--- src/rtl/bgcd_pkg.sv ---
// Types and constants of the binary GCD unit.
package bgcd_pkg;

	localparam int OPND_W   = 32;
	localparam int S_DATA_W = 64;
	localparam int M_DATA_W = 32;

	// How the front end sorts a word.
	typedef enum logic [1:0] {
		KIND_ITER,
		KIND_PASS_B,
		KIND_BOTH_ZERO
	} kind_t;

	typedef enum logic [0:0] {
		ST_IDLE,
		ST_RUN
	} eng_state_t;

	typedef struct packed {
		logic empty;
		logic full;
	} q_status_t;

endpackage

--- src/rtl/bgcd_front.sv ---
// Front end: takes input words, trims operands and sorts out the trivial cases.
module bgcd_front import bgcd_pkg::*; #(
	parameter int WIDTH = 32,
	parameter int EW    = 66
) (
	input  logic                s_tvalid,
	output logic                s_tready,
	input  logic [S_DATA_W-1:0] s_tdata,   // operand_a [31:0], operand_b [63:32]
	input  q_status_t           q_status,
	output logic                push,
	output logic [EW-1:0]       push_data
);

	logic [WIDTH-1:0] opnd_a;
	logic [WIDTH-1:0] opnd_b;
	kind_t            kind;

	assign opnd_a = WIDTH'(s_tdata[OPND_W-1:0]);
	assign opnd_b = WIDTH'(s_tdata[S_DATA_W-1:OPND_W]);

	always_comb begin
		if (opnd_a == '0 && opnd_b == '0) begin
			kind = KIND_BOTH_ZERO;
		end else if (opnd_a == '0) begin
			kind = KIND_PASS_B;
		end else begin
			kind = KIND_ITER;
		end
	end

	assign s_tready  = !q_status.full;
	assign push      = s_tvalid && !q_status.full;
	assign push_data = {kind, opnd_b, opnd_a};

endmodule

--- src/rtl/bgcd_queue.sv ---
// Two-entry queue between the front end and the GCD engine.
module bgcd_queue import bgcd_pkg::*; #(
	parameter int EW = 66
) (
	input  logic          clk,
	input  logic          arst_n,
	input  logic          push,
	input  logic [EW-1:0] push_data,
	input  logic          pop,
	output logic [EW-1:0] pop_data,
	output q_status_t     q_status
);

	localparam int DEPTH = 2;
	localparam int AW    = $clog2(DEPTH);
	localparam int CW    = $clog2(DEPTH + 1);

	logic [EW-1:0] mem_q [DEPTH];
	logic [AW-1:0] wr_ptr_q;
	logic [AW-1:0] rd_ptr_q;
	logic [CW-1:0] count_q;

	always_ff @(posedge clk) begin
		if (push) begin
			mem_q[wr_ptr_q] <= push_data;
		end
	end

	always_ff @(posedge clk or negedge arst_n) begin
		if (!arst_n) begin
			wr_ptr_q <= '0;
			rd_ptr_q <= '0;
			count_q  <= '0;
		end else begin
			if (push) begin
				wr_ptr_q <= wr_ptr_q + AW'(1);
			end
			if (pop) begin
				rd_ptr_q <= rd_ptr_q + AW'(1);
			end
			if (push && !pop) begin
				count_q <= count_q + CW'(1);
			end else if (pop && !push) begin
				count_q <= count_q - CW'(1);
			end
		end
	end

	assign pop_data       = mem_q[rd_ptr_q];
	assign q_status.empty = (count_q == '0);
	assign q_status.full  = (count_q == CW'(DEPTH));

endmodule

--- src/rtl/bgcd_back.sv ---
// GCD engine: one halve, subtract or swap step per cycle, plus the output register.
module bgcd_back import bgcd_pkg::*; #(
	parameter int WIDTH = 32,
	parameter int EW    = 66
) (
	input  logic                clk,
	input  logic                arst_n,
	input  q_status_t           q_status,
	input  logic [EW-1:0]       pop_data,
	output logic                pop,
	output logic                m_tvalid,
	input  logic                m_tready,
	output logic [M_DATA_W-1:0] m_tdata,   // divisor [31:0]
	output logic [0:0]          m_tuser    // invalid_input [0]
);

	localparam int CNT_W = $clog2(WIDTH);

	eng_state_t          state_q, state_d;
	logic [WIDTH-1:0]    a_q, a_d;
	logic [WIDTH-1:0]    b_q, b_d;
	logic [CNT_W-1:0]    cnt_q, cnt_d;
	logic                out_valid_q;
	logic [M_DATA_W-1:0] out_div_q;
	logic                out_inv_q;

	logic                out_free;
	logic [WIDTH-1:0]    pop_a;
	logic [WIDTH-1:0]    pop_b;
	kind_t               pop_kind;
	logic [WIDTH-1:0]    diff;
	logic                load_out;
	logic [WIDTH-1:0]    ld_div;
	logic                ld_inv;

	assign out_free = !out_valid_q || m_tready;
	assign pop_a    = pop_data[WIDTH-1:0];
	assign pop_b    = pop_data[2*WIDTH-1:WIDTH];
	assign pop_kind = kind_t'(pop_data[EW-1:2*WIDTH]);
	assign diff     = a_q - b_q;

	always_comb begin
		state_d  = state_q;
		a_d      = a_q;
		b_d      = b_q;
		cnt_d    = cnt_q;
		pop      = 1'b0;
		load_out = 1'b0;
		ld_div   = '0;
		ld_inv   = 1'b0;
		case (state_q)
			ST_IDLE: begin
				if (!q_status.empty) begin
					case (pop_kind)
						KIND_ITER: begin
							pop     = 1'b1;
							a_d     = pop_a;
							b_d     = pop_b;
							cnt_d   = '0;
							state_d = ST_RUN;
						end
						KIND_PASS_B: begin
							if (out_free) begin
								pop      = 1'b1;
								load_out = 1'b1;
								ld_div   = pop_b;
							end
						end
						KIND_BOTH_ZERO: begin
							if (out_free) begin
								pop      = 1'b1;
								load_out = 1'b1;
								ld_inv   = 1'b1;
							end
						end
						default: begin
							pop = 1'b1;
						end
					endcase
				end
			end
			ST_RUN: begin
				if (!a_q[0] && !b_q[0]) begin
					a_d   = a_q >> 1;
					b_d   = b_q >> 1;
					cnt_d = cnt_q + CNT_W'(1);
				end else if (!a_q[0]) begin
					a_d = a_q >> 1;
				end else if (b_q == '0) begin
					// a is odd here; hold the result until the output slot frees up
					if (out_free) begin
						load_out = 1'b1;
						ld_div   = a_q << cnt_q;
						state_d  = ST_IDLE;
					end
				end else if (a_q >= b_q) begin
					a_d = b_q;
					b_d = diff;
				end else begin
					a_d = b_q;
					b_d = a_q;
				end
			end
			default: begin
				state_d = ST_IDLE;
			end
		endcase
	end

	always_ff @(posedge clk or negedge arst_n) begin
		if (!arst_n) begin
			state_q     <= ST_IDLE;
			out_valid_q <= 1'b0;
		end else begin
			state_q <= state_d;
			if (load_out) begin
				out_valid_q <= 1'b1;
			end else if (m_tready) begin
				out_valid_q <= 1'b0;
			end
		end
	end

	always_ff @(posedge clk) begin
		a_q   <= a_d;
		b_q   <= b_d;
		cnt_q <= cnt_d;
		if (load_out) begin
			out_div_q <= M_DATA_W'(ld_div);
			out_inv_q <= ld_inv;
		end
	end

	assign m_tvalid   = out_valid_q;
	assign m_tdata    = out_div_q;
	assign m_tuser[0] = out_inv_q;

endmodule

--- src/rtl/binary_gcd_subtract_unit.sv ---
// Top level of the binary GCD unit: front end, queue and GCD engine.
//
//   channel | dir | tdata                              | tuser
//   s_*     | in  | operand_a [31:0], operand_b [63:32] | -
//   m_*     | out | divisor [31:0]                     | invalid_input [0]
//
// One step of the engine per cycle: an operand pair runs one halve, subtract or
// swap step at a time, as many as its operands call for. Pairs with a zero first
// operand go straight to the output register; a zero second operand alone still
// runs through the halving steps.
// Reset (arst_n low) empties the queue and drops any pending result word.
// The queue holds two words, so input is taken until it is full while the engine
// runs or the output word waits on m_tready.
module binary_gcd_subtract_unit import bgcd_pkg::*; #(
	parameter int WIDTH = 32
) (
	input  logic                clk,
	input  logic                arst_n,
	input  logic                s_tvalid,
	output logic                s_tready,
	input  logic [S_DATA_W-1:0] s_tdata,   // operand_a [31:0], operand_b [63:32]
	output logic                m_tvalid,
	input  logic                m_tready,
	output logic [M_DATA_W-1:0] m_tdata,   // divisor [31:0]
	output logic [0:0]          m_tuser    // invalid_input [0]
);

	localparam int EW = 2 * WIDTH + $bits(kind_t);

	logic          push;
	logic [EW-1:0] push_data;
	logic          pop;
	logic [EW-1:0] pop_data;
	q_status_t     q_status;

	bgcd_front #(
		.WIDTH (WIDTH),
		.EW    (EW)
	) u_front (
		.s_tvalid  (s_tvalid),
		.s_tready  (s_tready),
		.s_tdata   (s_tdata),
		.q_status  (q_status),
		.push      (push),
		.push_data (push_data)
	);

	bgcd_queue #(
		.EW (EW)
	) u_queue (
		.clk       (clk),
		.arst_n    (arst_n),
		.push      (push),
		.push_data (push_data),
		.pop       (pop),
		.pop_data  (pop_data),
		.q_status  (q_status)
	);

	bgcd_back #(
		.WIDTH (WIDTH),
		.EW    (EW)
	) u_back (
		.clk      (clk),
		.arst_n   (arst_n),
		.q_status (q_status),
		.pop_data (pop_data),
		.pop      (pop),
		.m_tvalid (m_tvalid),
		.m_tready (m_tready),
		.m_tdata  (m_tdata),
		.m_tuser  (m_tuser)
	);

endmodule

--- config.mk ---
export PLATFORM = sky130hd
export DESIGN_NAME = binary_gcd_subtract_unit
export DESIGN_NICKNAME = d
export VERILOG_FILES = /design/src/rtl/bgcd_pkg.sv /design/src/rtl/bgcd_front.sv /design/src/rtl/bgcd_queue.sv /design/src/rtl/bgcd_back.sv /design/src/rtl/binary_gcd_subtract_unit.sv
export SDC_FILE = /design/constraint.sdc
export NUM_CORES = 1
export LEC_CHECK = 0
export ABC_AREA = 0
export BUFFER_PORTS_ARGS = -buffer_cell sky130_fd_sc_hd__buf_2
export CORE_ASPECT_RATIO = 0.75
export CORE_MARGIN = 2
export CORE_UTILIZATION = 51
export CTS_CLUSTER_SIZE = 16
export DETAILED_ROUTE_END_ITERATION = 8
export PLACE_DENSITY = 0.69
export SLEW_MARGIN = 10
export SYNTH_ARGS = -nofsm -noshare
export SYNTH_HDL_FRONTEND = slang
export SYNTH_SLANG_ARGS = --single-unit
--- constraint.sdc ---
create_clock -name clk -period 8.8 [get_ports clk]
set_input_delay 1.76 -clock clk [delete_from_list [all_inputs] [get_ports clk]]
set_output_delay 1.76 -clock clk [all_outputs]
set_load 0.02 [all_outputs]
-- Yosys cells after proc, flatten, opt, wreduce, memory -nomap -nowiden
Memories as Yosys holds them, arrays and structs flattened.
Index checks and enable logic that the tools add are counted.
- bits in registers: 108
- memories: 1
- output and inout bits: 35
- bits in writable memories: 132
- memories (memory ; words ; width ; rd ports ; clocked after Yosys merged registers in ; wr ports ; RTL line ; text):
    u_queue.mem_q ; 2 ; 66 ; 1 ; 0 ; 1 ; bgcd_queue.sv:18 ; logic [EW-1:0] mem_q [DEPTH];
- add/subtract/negate cells: 6
- bitwise gates (word level): 2
- muxes and demuxes: 50
- shift operators: 1
- equal/unequal tests: 9
- reductions and logical operators: 25
- order comparisons: 1
- operators by type and width (cell ; count):
    two-way mux 32 bit ; 18
    case mux 32 bit (2 select lines) ; 3
    zero test 32 bit ; 3
    >= comparator 32 bit ; 1
    << shifter 32 x 5 -> 32 bit ; 1
    subtractor 32 bit ; 1
    two-way mux 1 bit ; 20
    two-way mux 5 bit ; 3
    case mux 5 bit (2 select lines) ; 1
    zero test 1 bit ; 6
    two-way mux 2 bit ; 3
    inequality test 2 bit, second input constant ; 3
    inequality test 3 bit, second input constant ; 2
    AND reduction 3 bit ; 2
    adder 5 x 1 -> 5 bit, second input constant ; 1
    logical AND 1 bit ; 5
    equality test 2 bit, second input constant ; 2
    zero test 2 bit ; 2
    inequality test 4 bit, second input constant ; 1
    case mux 1 bit (2 select lines) ; 2
    AND reduction 4 bit ; 1
    nonzero test 2 bit ; 2
    OR reduction 3 bit ; 1
    adder 1 bit, second input constant ; 2
    other kinds (7) ; 8

-- Longest topological paths before layout
Gate-level depths: netlist of the first run.
- word-level depth: 9
- gate-level depth with buffers: 14

-- Modules after synthesis
Synthesis of the first run repeated with hierarchy kept, for this count alone.
- cells, all modules: 1320
- area total of the unflattened synthesis: 14383.8 sq um
- modules (own cells, without submodules) (module ; area each (sq um) ; times used ; seq. area each (sq um) ; cells each):
    bgcd_back ; 8617.0 ; 1 ; 3113.0 ; 1009
    bgcd_queue ; 5062.4 ; 1 ; 4063.9 ; 221
    bgcd_front ; 704.4 ; 1 ; 0.0 ; 90

-- Worst setup path before layout of the first run
No wires, ideal clock.
- kind: input port to flip-flop
- from: in s_tvalid
- to: mem u_queue.mem_q[0][0] (enable)
- arrival time: 4.615 ns
- cell stages on the path: 2
- slack: 3.694 ns
- buffers on the path: 0
- data required time: 8.310 ns
- path through: nand2_1 nor2_1
- cells in the longest elaborated chain, start to end: 3
- ends and longest elaborated chain (element ; RTL line ; text):
    from (decl) ; binary_gcd_subtract_unit.sv:19 ; input logic s_tvalid,
    logical AND 1 bit ; bgcd_front.sv:32 ; assign push = s_tvalid && !q_status.full;
    two-way mux 1 bit ; bgcd_queue.sv:24 ; if (push) begin
    two-way mux 1 bit (not written as such) ; bgcd_queue.sv:25 ; mem_q[wr_ptr_q] <= push_data;
    to (decl) ; bgcd_queue.sv:18 ;
No other way between the ends.

-- Worst setup path in the final report of the first run
- from: reg u_back.a_q[0]
- to: reg u_back.b_q[21], data pin
- cells in the longest elaborated chain, start to end: 6
- ends and longest elaborated chain (element ; RTL line ; text):
    from (decl) ; bgcd_back.sv:20 ; logic [WIDTH-1:0] a_q, a_d;
    from (signal assigned) ; bgcd_back.sv:125 ; a_q <= a_d;
    subtractor 32 bit / >= comparator 32 bit (equally long branches) ; bgcd_back.sv:40, bgcd_back.sv:96 ;
    two-way mux 32 bit ; bgcd_back.sv:96 ; end else if (a_q >= b_q) begin
    two-way mux 32 bit ; bgcd_back.sv:89 ; end else if (b_q == '0) begin
    two-way mux 32 bit ; bgcd_back.sv:87 ; end else if (!a_q[0]) begin
    two-way mux 32 bit (*) ; bgcd_back.sv:83 ; if (!a_q[0] && !b_q[0]) begin
    case mux 32 bit (2 select lines) (*) ; bgcd_back.sv:51 ; case (state_q)
    net u_back.b_d[21] ; bgcd_back.sv:21 ; logic [WIDTH-1:0] b_q, b_d;
    to (signal assigned) ; bgcd_back.sv:126 ; b_q <= b_d;
    to (decl) ; bgcd_back.sv:21 ;
The timed path passes the listed nets; every way through them passes the cells marked *. The select of a mux whose other input is x is not followed.
A chain may end at the register's enable or synchronous reset.

==> results of run 1 <==
[kinds of logic after synthesis]
family,after synthesis,synth area share
multiplexers,134,0.1168
adder cells (fa/ha/maj),39,0.03643
AO/OA/AOI/OAI,321,0.1533
flip-flops,240,0.5277
AND/OR/NAND/NOR,287,0.1062
XOR/XNOR,35,0.02254
buffers and inverters,126,0.03708
[metrics by stage]
| step | utilization | cell area (sq um) | power (mW) | hold WS (ns) |
|---|---|---|---|---|
| 2_1_floorplan | - | 13600 | 1.608 | 0.4608 |
| 3_3_place_gp | 0.5501 | 14360 | 1.702 | 0.4816 |
| 3_5_place_dp | 0.5501 | 14360 | 1.714 | 0.4985 |
| 4_1_cts | 0.5784 | 15100 | 2.690 | 0.5055 |
| 5_1_grt | 0.5784 | 15100 | 2.765 | 0.5347 |
| 6_report | 0.5784 | 15100 | 2.671 | 0.5070 |
[placed cells by master (no fill, tap or decap), types with 17 or more instances in the layout]
master       n
nor2b_1     40
inv_1       52
o21ai_0     56
ha_1        38
xnor2_1     22
o22ai_1     19
clkbuf_16   24
nor4_1      27
nand2_1     83
a21oi_1     94
buf_2      102
mux2i_1     90
mux2_2      27
mux4_2      17
a21o_1      20
nor2_1      45
nand3_1     27
a211oi_1    48
edfxtp_1   234
[synth_stat cells, types with 5 or more instances]
master	instances	area (sq um)
edfxtp_1	234	7027
a21oi_1	94	470.5
mux2i_1	90	900.9
nand2_1	83	311.6
o21ai_0	56	280.3
clkbuf_1	54	202.7
inv_1	52	195.2
a211oi_1	48	360.4
nor2_1	48	180.2
nor2b_1	40	250.2
ha_1	38	475.5
mux2_2	27	304.0
nand3_1	27	135.1
nor4_1	27	168.9
xnor2_1	22	192.7
a21o_1	20	150.1
o22ai_1	19	118.9
mux4_2	17	382.9
xor2_1	13	113.9
buf_1	12	45.04
o221ai_1	12	105.1
a31oi_1	11	68.82
and3_1	11	68.82
nor3_1	11	55.05
and2_1	10	62.56
nand4_1	9	56.30
o21ai_1	9	45.04
dfrtp_1	6	150.1
o21a_1	6	45.04
a211o_1	5	43.79
nand2b_1	5	31.28
o211ai_1	5	37.54
[worst max-delay path by stage]
| stage | startpoint | end | cells past startpoint |
|---|---|---|---|
| 2_1_floorplan | s_tvalid | u_queue.mem_q[0][0] | 2 |
| 3_3_place_gp | u_back.a_q[0] | u_back.b_q[27] | 11 |
| 4_1_cts | u_back.a_q[0] | u_back.b_q[27] | 11 |
| 5_1_grt | u_back.a_q[0] | u_back.b_q[22] | 11 |
| 6_report | u_back.a_q[0] | u_back.b_q[21] | 11 |
| 3_5_place_dp | u_back.a_q[0] | u_back.b_q[27] | 11 |
[sequential cells by signal (all words and copies together), names as in the netlist, 2 cells and up]
signal           count
u_back.cnt_q         5
u_back.b_q          32
u_back.a_q          32
u_back.m_tdata      32
u_queue.count_q      2
u_queue.mem_q      132
[power by group]
group          internal, mW  switching [mW]  total [mW]
clock                 0.534           0.451       0.985
sequential             1.42          0.0344        1.45
combinational        0.0618           0.169       0.231
total                  2.02           0.655        2.67
[final cells by class]
| class | instances | share of cell area |
|---|---|---|
| Tap cell | 344 | 0.02851 |
| Inverter | 52 | 0.01293 |
| Clock inverter | 14 | 0.008123 |
| Multi-Input combinational cell | 816 | 0.3935 |
| Timing Repair Buffer | 115 | 0.04028 |
| Clock buffer | 28 | 0.04078 |
| Sequential cell | 240 | 0.4759 |
[metal layers]
metal	up-vias	share of wire	GRT usage
met4	0	0.026	0.07099
met5	-	0	0
met1	4948	0.44	0.4147
li1	4688	-	-
met3	68	0.11	0.08126
met2	494	0.42	0.3824
==> impl_results.md, run 1 <==
* Slew headroom at 0.2038
* Delay-heaviest family, CP: compound AO/OA/AOI/OAI gates
* Slowest stage cell, crit path: a221o_2
* PortBufs at 102
* Hold Path End: u_queue.count_q[1]
* Startpoint Class: flop
* Hold WC Path Type: reg2reg
* Max-cap violations at 0
* Peak supply drop at 392.7 uV
* Final setup margin at 4.765 ns
* Tmin final at 4.035 ns
* Clock Tree Buf Depth at 3
* Asr flop ratio synth at 0.02500
* Post-CTS setup buffer count at 0
* Router iterations before antenna repair at 6
* Unrepaired setup endpoints after global routing: false
* Number of synthesized flops with an enable pin at 234
* Distinct cell type count after synthesis at 64
* Post-Layout Cell Count at 1609
* CTS sink cnt at 240
* Hold path depth at 1
* PwrDens at 176.9 nW/um^2
* Routed len/inst at 23.63 um
* Fmax at 247.8 MHz
* Status: finished clean
* Crit path DAT at 4.38 ns
* Core area at 26100 sq um
* Placed cells at 1567
* Synth Instances at 1182
* R2R Path Start: u_back.a_q[0]
* Slowest stage delay, CP at 0.94 ns
* Synth-to-Final Area Change at 11.00%
* Std-Cell Rows at 51
* Storage cell area at 7184 sq um
* Footprint of the multi-input gates at 5939 sq um
* WP buf/inv at 1
* Antenna viol nets, final at 0
* Die Wd at 192.6 um
* Mapped Area at 13600 sq um
* HPWL after detailed placement at 27720 um
* Via count at 10200
* Setup violators final at 0
* GR Util All Layers at 0.2735
* Residual DRC at 0
* Fin. Hold Viols at 0
* Crit-path cells: inv_1, ha_1, fa_1, and2b_1, o211ai_1, a31oi_4, a31oi_4, a31oi_1, a221o_2, nand2_1, o221ai_1
* Worst r2r path cells at 11
* Slew @ Worst Pin at 1.193 ns
* Crit. End Element: flop
* Final Cycle Share at 0.4585
* CTS tree: yes
* # diodes at 0
* Register area share after synthesis at 0.5277
* Reg-to-reg endpoint: u_back.b_q[21]
* CTS resizes at 0
* Yosys reg bits at 240
* Global route total overflow at 0
* Worst-path clk slew at 0.06 ns
* Worst endpoint required time at 9.14 ns
* Syn nets at 1289
* Worst-Skew Late Latency at 0.55 ns
* Worst hold start: u_queue.count_q[1]
* Register-to-register setup slack at 4.76 ns
* Routability Congestion at 0.9473
* Max Slew Vio Count at 0
* Setup slack at placement at 4.924 ns
* Fillers at 2197
* Total Wirelength at 38010 um
* Crit-path most repeated cell: a31oi_4
* LEAKAGE at 5.559 nW
* H-tree levels at 1
* Clock skew after layout at 0.02198 ns
* Initial antenna violation count at 0
* Setup CP Type: reg2reg
* First-pass GRT wire length at 58130 um
* Total I/O pin count at 103
* Vias in the first global route at 9628
* Die Footprint at 28000 sq um
* Clk root buf: clkbuf_16
* Pin count of the biggest net entering global routing at 68
* Num CTS Buffers at 24
* Yosys warning count at 0
* Chip height at 145.4 um
* Starting DRT DRC Count at 1104
* Avg Cell Area, Syn at 11.51 sq um
* CTS Hold Bufs at 0
* Final setup TNS at 0 ns
* Nets@finish at 1356
* Synth Flop Type: edfxtp_1
* Vias per cell at 6.338
* Share of cells above drive strength 1 at 0.1676
* Initial Util at 0.5211
* Crit path max fanout at 46
No activity file was read; power rests on OpenSTA's default activity.
==> run 2: changes to the inputs <==
--- a/config.mk
+++ b/config.mk
@@ -12,7 +12,7 @@
 export CORE_UTILIZATION = 51
 export CTS_CLUSTER_SIZE = 16
 export DETAILED_ROUTE_END_ITERATION = 8
-export PLACE_DENSITY = 0.69
+export PLACE_DENSITY = 0.72
 export SLEW_MARGIN = 10
 export SYNTH_ARGS = -nofsm -noshare
 export SYNTH_HDL_FRONTEND = slang
==> constraint.sdc (replaced) <==
create_clock -name clk -period 3.6 [get_ports clk]
set_input_delay 0.72 -clock clk [delete_from_list [all_inputs] [get_ports clk]]
set_output_delay 0.72 -clock clk [all_outputs]
set_load 0.02 [all_outputs]
==> run 2 against run 1 <==
Sequential share of layout area is 0.77 points lower. Die area stayed put. Largest power group unchanged. Via count is 1.6% higher. Flip-flop and latch count stayed put. Clock power is 140% higher. Core utilization is 0.95 points higher. Non-clock buffer count is 33 higher. Routed wire length is 1.1% higher. Cell area is 1.6% higher.
==> impl_results.md, run 2 (synthesized netlist as in run 1, its figures left out) <==
* Final setup margin at 0.1945 ns
* Post-Layout Inst Area at 15340 sq um
* Leading cell type in the layout, fill and taps excluded: edfxtp_1
* # diodes at 0
* Synth-to-Final Area Change at 12.83%
* Pin count of the biggest net entering global routing at 64
* Slew @ Worst Pin at 1.244 ns
* Residual DRC at 0
* Final Util at 0.5879
* Worst endpoint required time at 3.85 ns
* Setup violators final at 0
* Clock Tree Buf Depth at 3
* Slew headroom at 0.1689
* Die Footprint at 28000 sq um
* Crit. End Element: flop
* CTS tree: yes
* Chip height at 145.4 um
* Total I/O pin count at 103
* Max reg flops at 132
* PwrDens at 420.4 nW/um^2
* Setup slack at placement at 0.2320 ns
* Hold WC Path Type: in2reg
* Routability Congestion at 0.9613
* First-pass GRT wire length at 57860 um
* Fin. Hold Viols at 0
* Final setup TNS at 0 ns
* Crit path max fanout at 14
* Fmax at 293.6 MHz
* Fillers at 2162
* Die Wd at 192.6 um
* Vias per cell at 6.316
* Most frequent cells in the layout: edfxtp_1, buf_2, a21oi_1
* Dpl cell area at 14630 sq um
* Clock skew after layout at 0.03112 ns
* Peak supply drop at 534.5 uV
* CTS sink cnt at 240
* LEAKAGE at 5.723 nW
* Final Cycle Share at 0.9460
* Tmin final at 3.406 ns
* Starting DRT DRC Count at 1240
* Initial antenna violation count at 0
* Global route total overflow at 0
* H-tree levels at 1
* Unrepaired setup endpoints after global routing: false
* Nets@finish at 1388
* Clk root buf: clkbuf_16
* Std-Cell Rows at 51
* Setup CP Type: reg2reg
* Initial Util at 0.5211
* Max-cap violations at 0
* HPWL after detailed placement at 28430 um
* Final Power at 6.451 mW
* Startpoint Class: flop
* Status: finished clean
* Routed len/inst at 23.42 um
* Worst-Skew Late Latency at 0.55 ns
* Router iterations before antenna repair at 5
* Worst-path clk slew at 0.07 ns
* Vias in the first global route at 9486
* Crit path DAT at 3.65 ns
* Num CTS Buffers at 23
* Share of cells above drive strength 1 at 0.1874
* Via count at 10360
* PortBufs at 102
* Core area at 26100 sq um
* Antenna viol nets, final at 0
* GR Util All Layers at 0.2733
* Max Slew Vio Count at 0
* Reg with most FFs: u_queue.mem_q
* Total Wirelength at 38440 um
## run 2: worst max-delay path: stages (launching register included)
cell and delay (ns):
edfxtp_1 0.44, inv_2 0.13, ha_1 0.22, fa_1 0.20, and2b_1 0.22, o211ai_1 0.31, a31oi_4 0.20, a31oi_4 0.25
a31oi_1 0.11, a221o_2 0.44, buf_4 0.22, nand2_1 0.19, o221ai_1 0.18
## run 2: final timing paths
| path | startpoint | endpoint | slack, ns | cells after the start |
|---|---|---|---|---|
| min reg2reg | u_queue.count_q[1] | u_queue.count_q[1] | 0.50 | 1 |
| min in group asynchronous | arst_n | u_back.state_q | 0.53 | 2 |
| max | u_back.a_q[0] | u_back.b_q[21] | 0.19 | 12 |
| min | s_tdata[5] | u_queue.mem_q[0][5] | 0.38 | 1 |
| max in group asynchronous | arst_n | u_queue.rd_ptr_q | 2.91 | 2 |
| max reg2reg | u_back.a_q[0] | u_back.b_q[21] | 0.19 | 12 |
## run 2: cell type report
type                       count  area (sq um)  share of cell area
clock buffer                  27         590.6             0.03849
clock inverter                14         110.1            0.007176
inverter                      52         195.2             0.01272
multi-input combinational    816          5938              0.3870
sequential                   240          7184              0.4682
tap                          344         430.4             0.02805
timing repair buffer         148         895.9             0.05838
## run 2: power by group
| part | total, mW | internal, mW | switching (mW) |
|---|---|---|---|
| Clock | 2.33 | 1.25 | 1.07 |
| Combinational | 0.569 | 0.167 | 0.402 |
| Sequential | 3.55 | 3.47 | 0.0880 |
| Total | 6.45 | 4.89 | 1.56 |
## run 2: metal layers
layer  GRT usage  wire [um]
met2      0.3716      15750
met4     0.06641       1125
met5           0          0
met3     0.08102       4789
met1      0.4256      16780
## run 2: timing repair
action / 4_1_cts / 5_1_grt
setup endpoints to repair: 0 / 4
setup buffers: 0 / 1
hold buffers: 1 / 0
endpoints found under the hold margin: 6 / 0
gates resized for setup: 0 / 2
## run 2: per-stage QoR
stage | hold slack, ns | cells
after floorplan | 0.4244 | 1182
after global placement | 0.4886 | 1598
after detailed placement | 0.4884 | 1598
after CTS | 0.3625 | 1640
after global routing | 0.3716 | 1641
final | 0.3752 | 1641
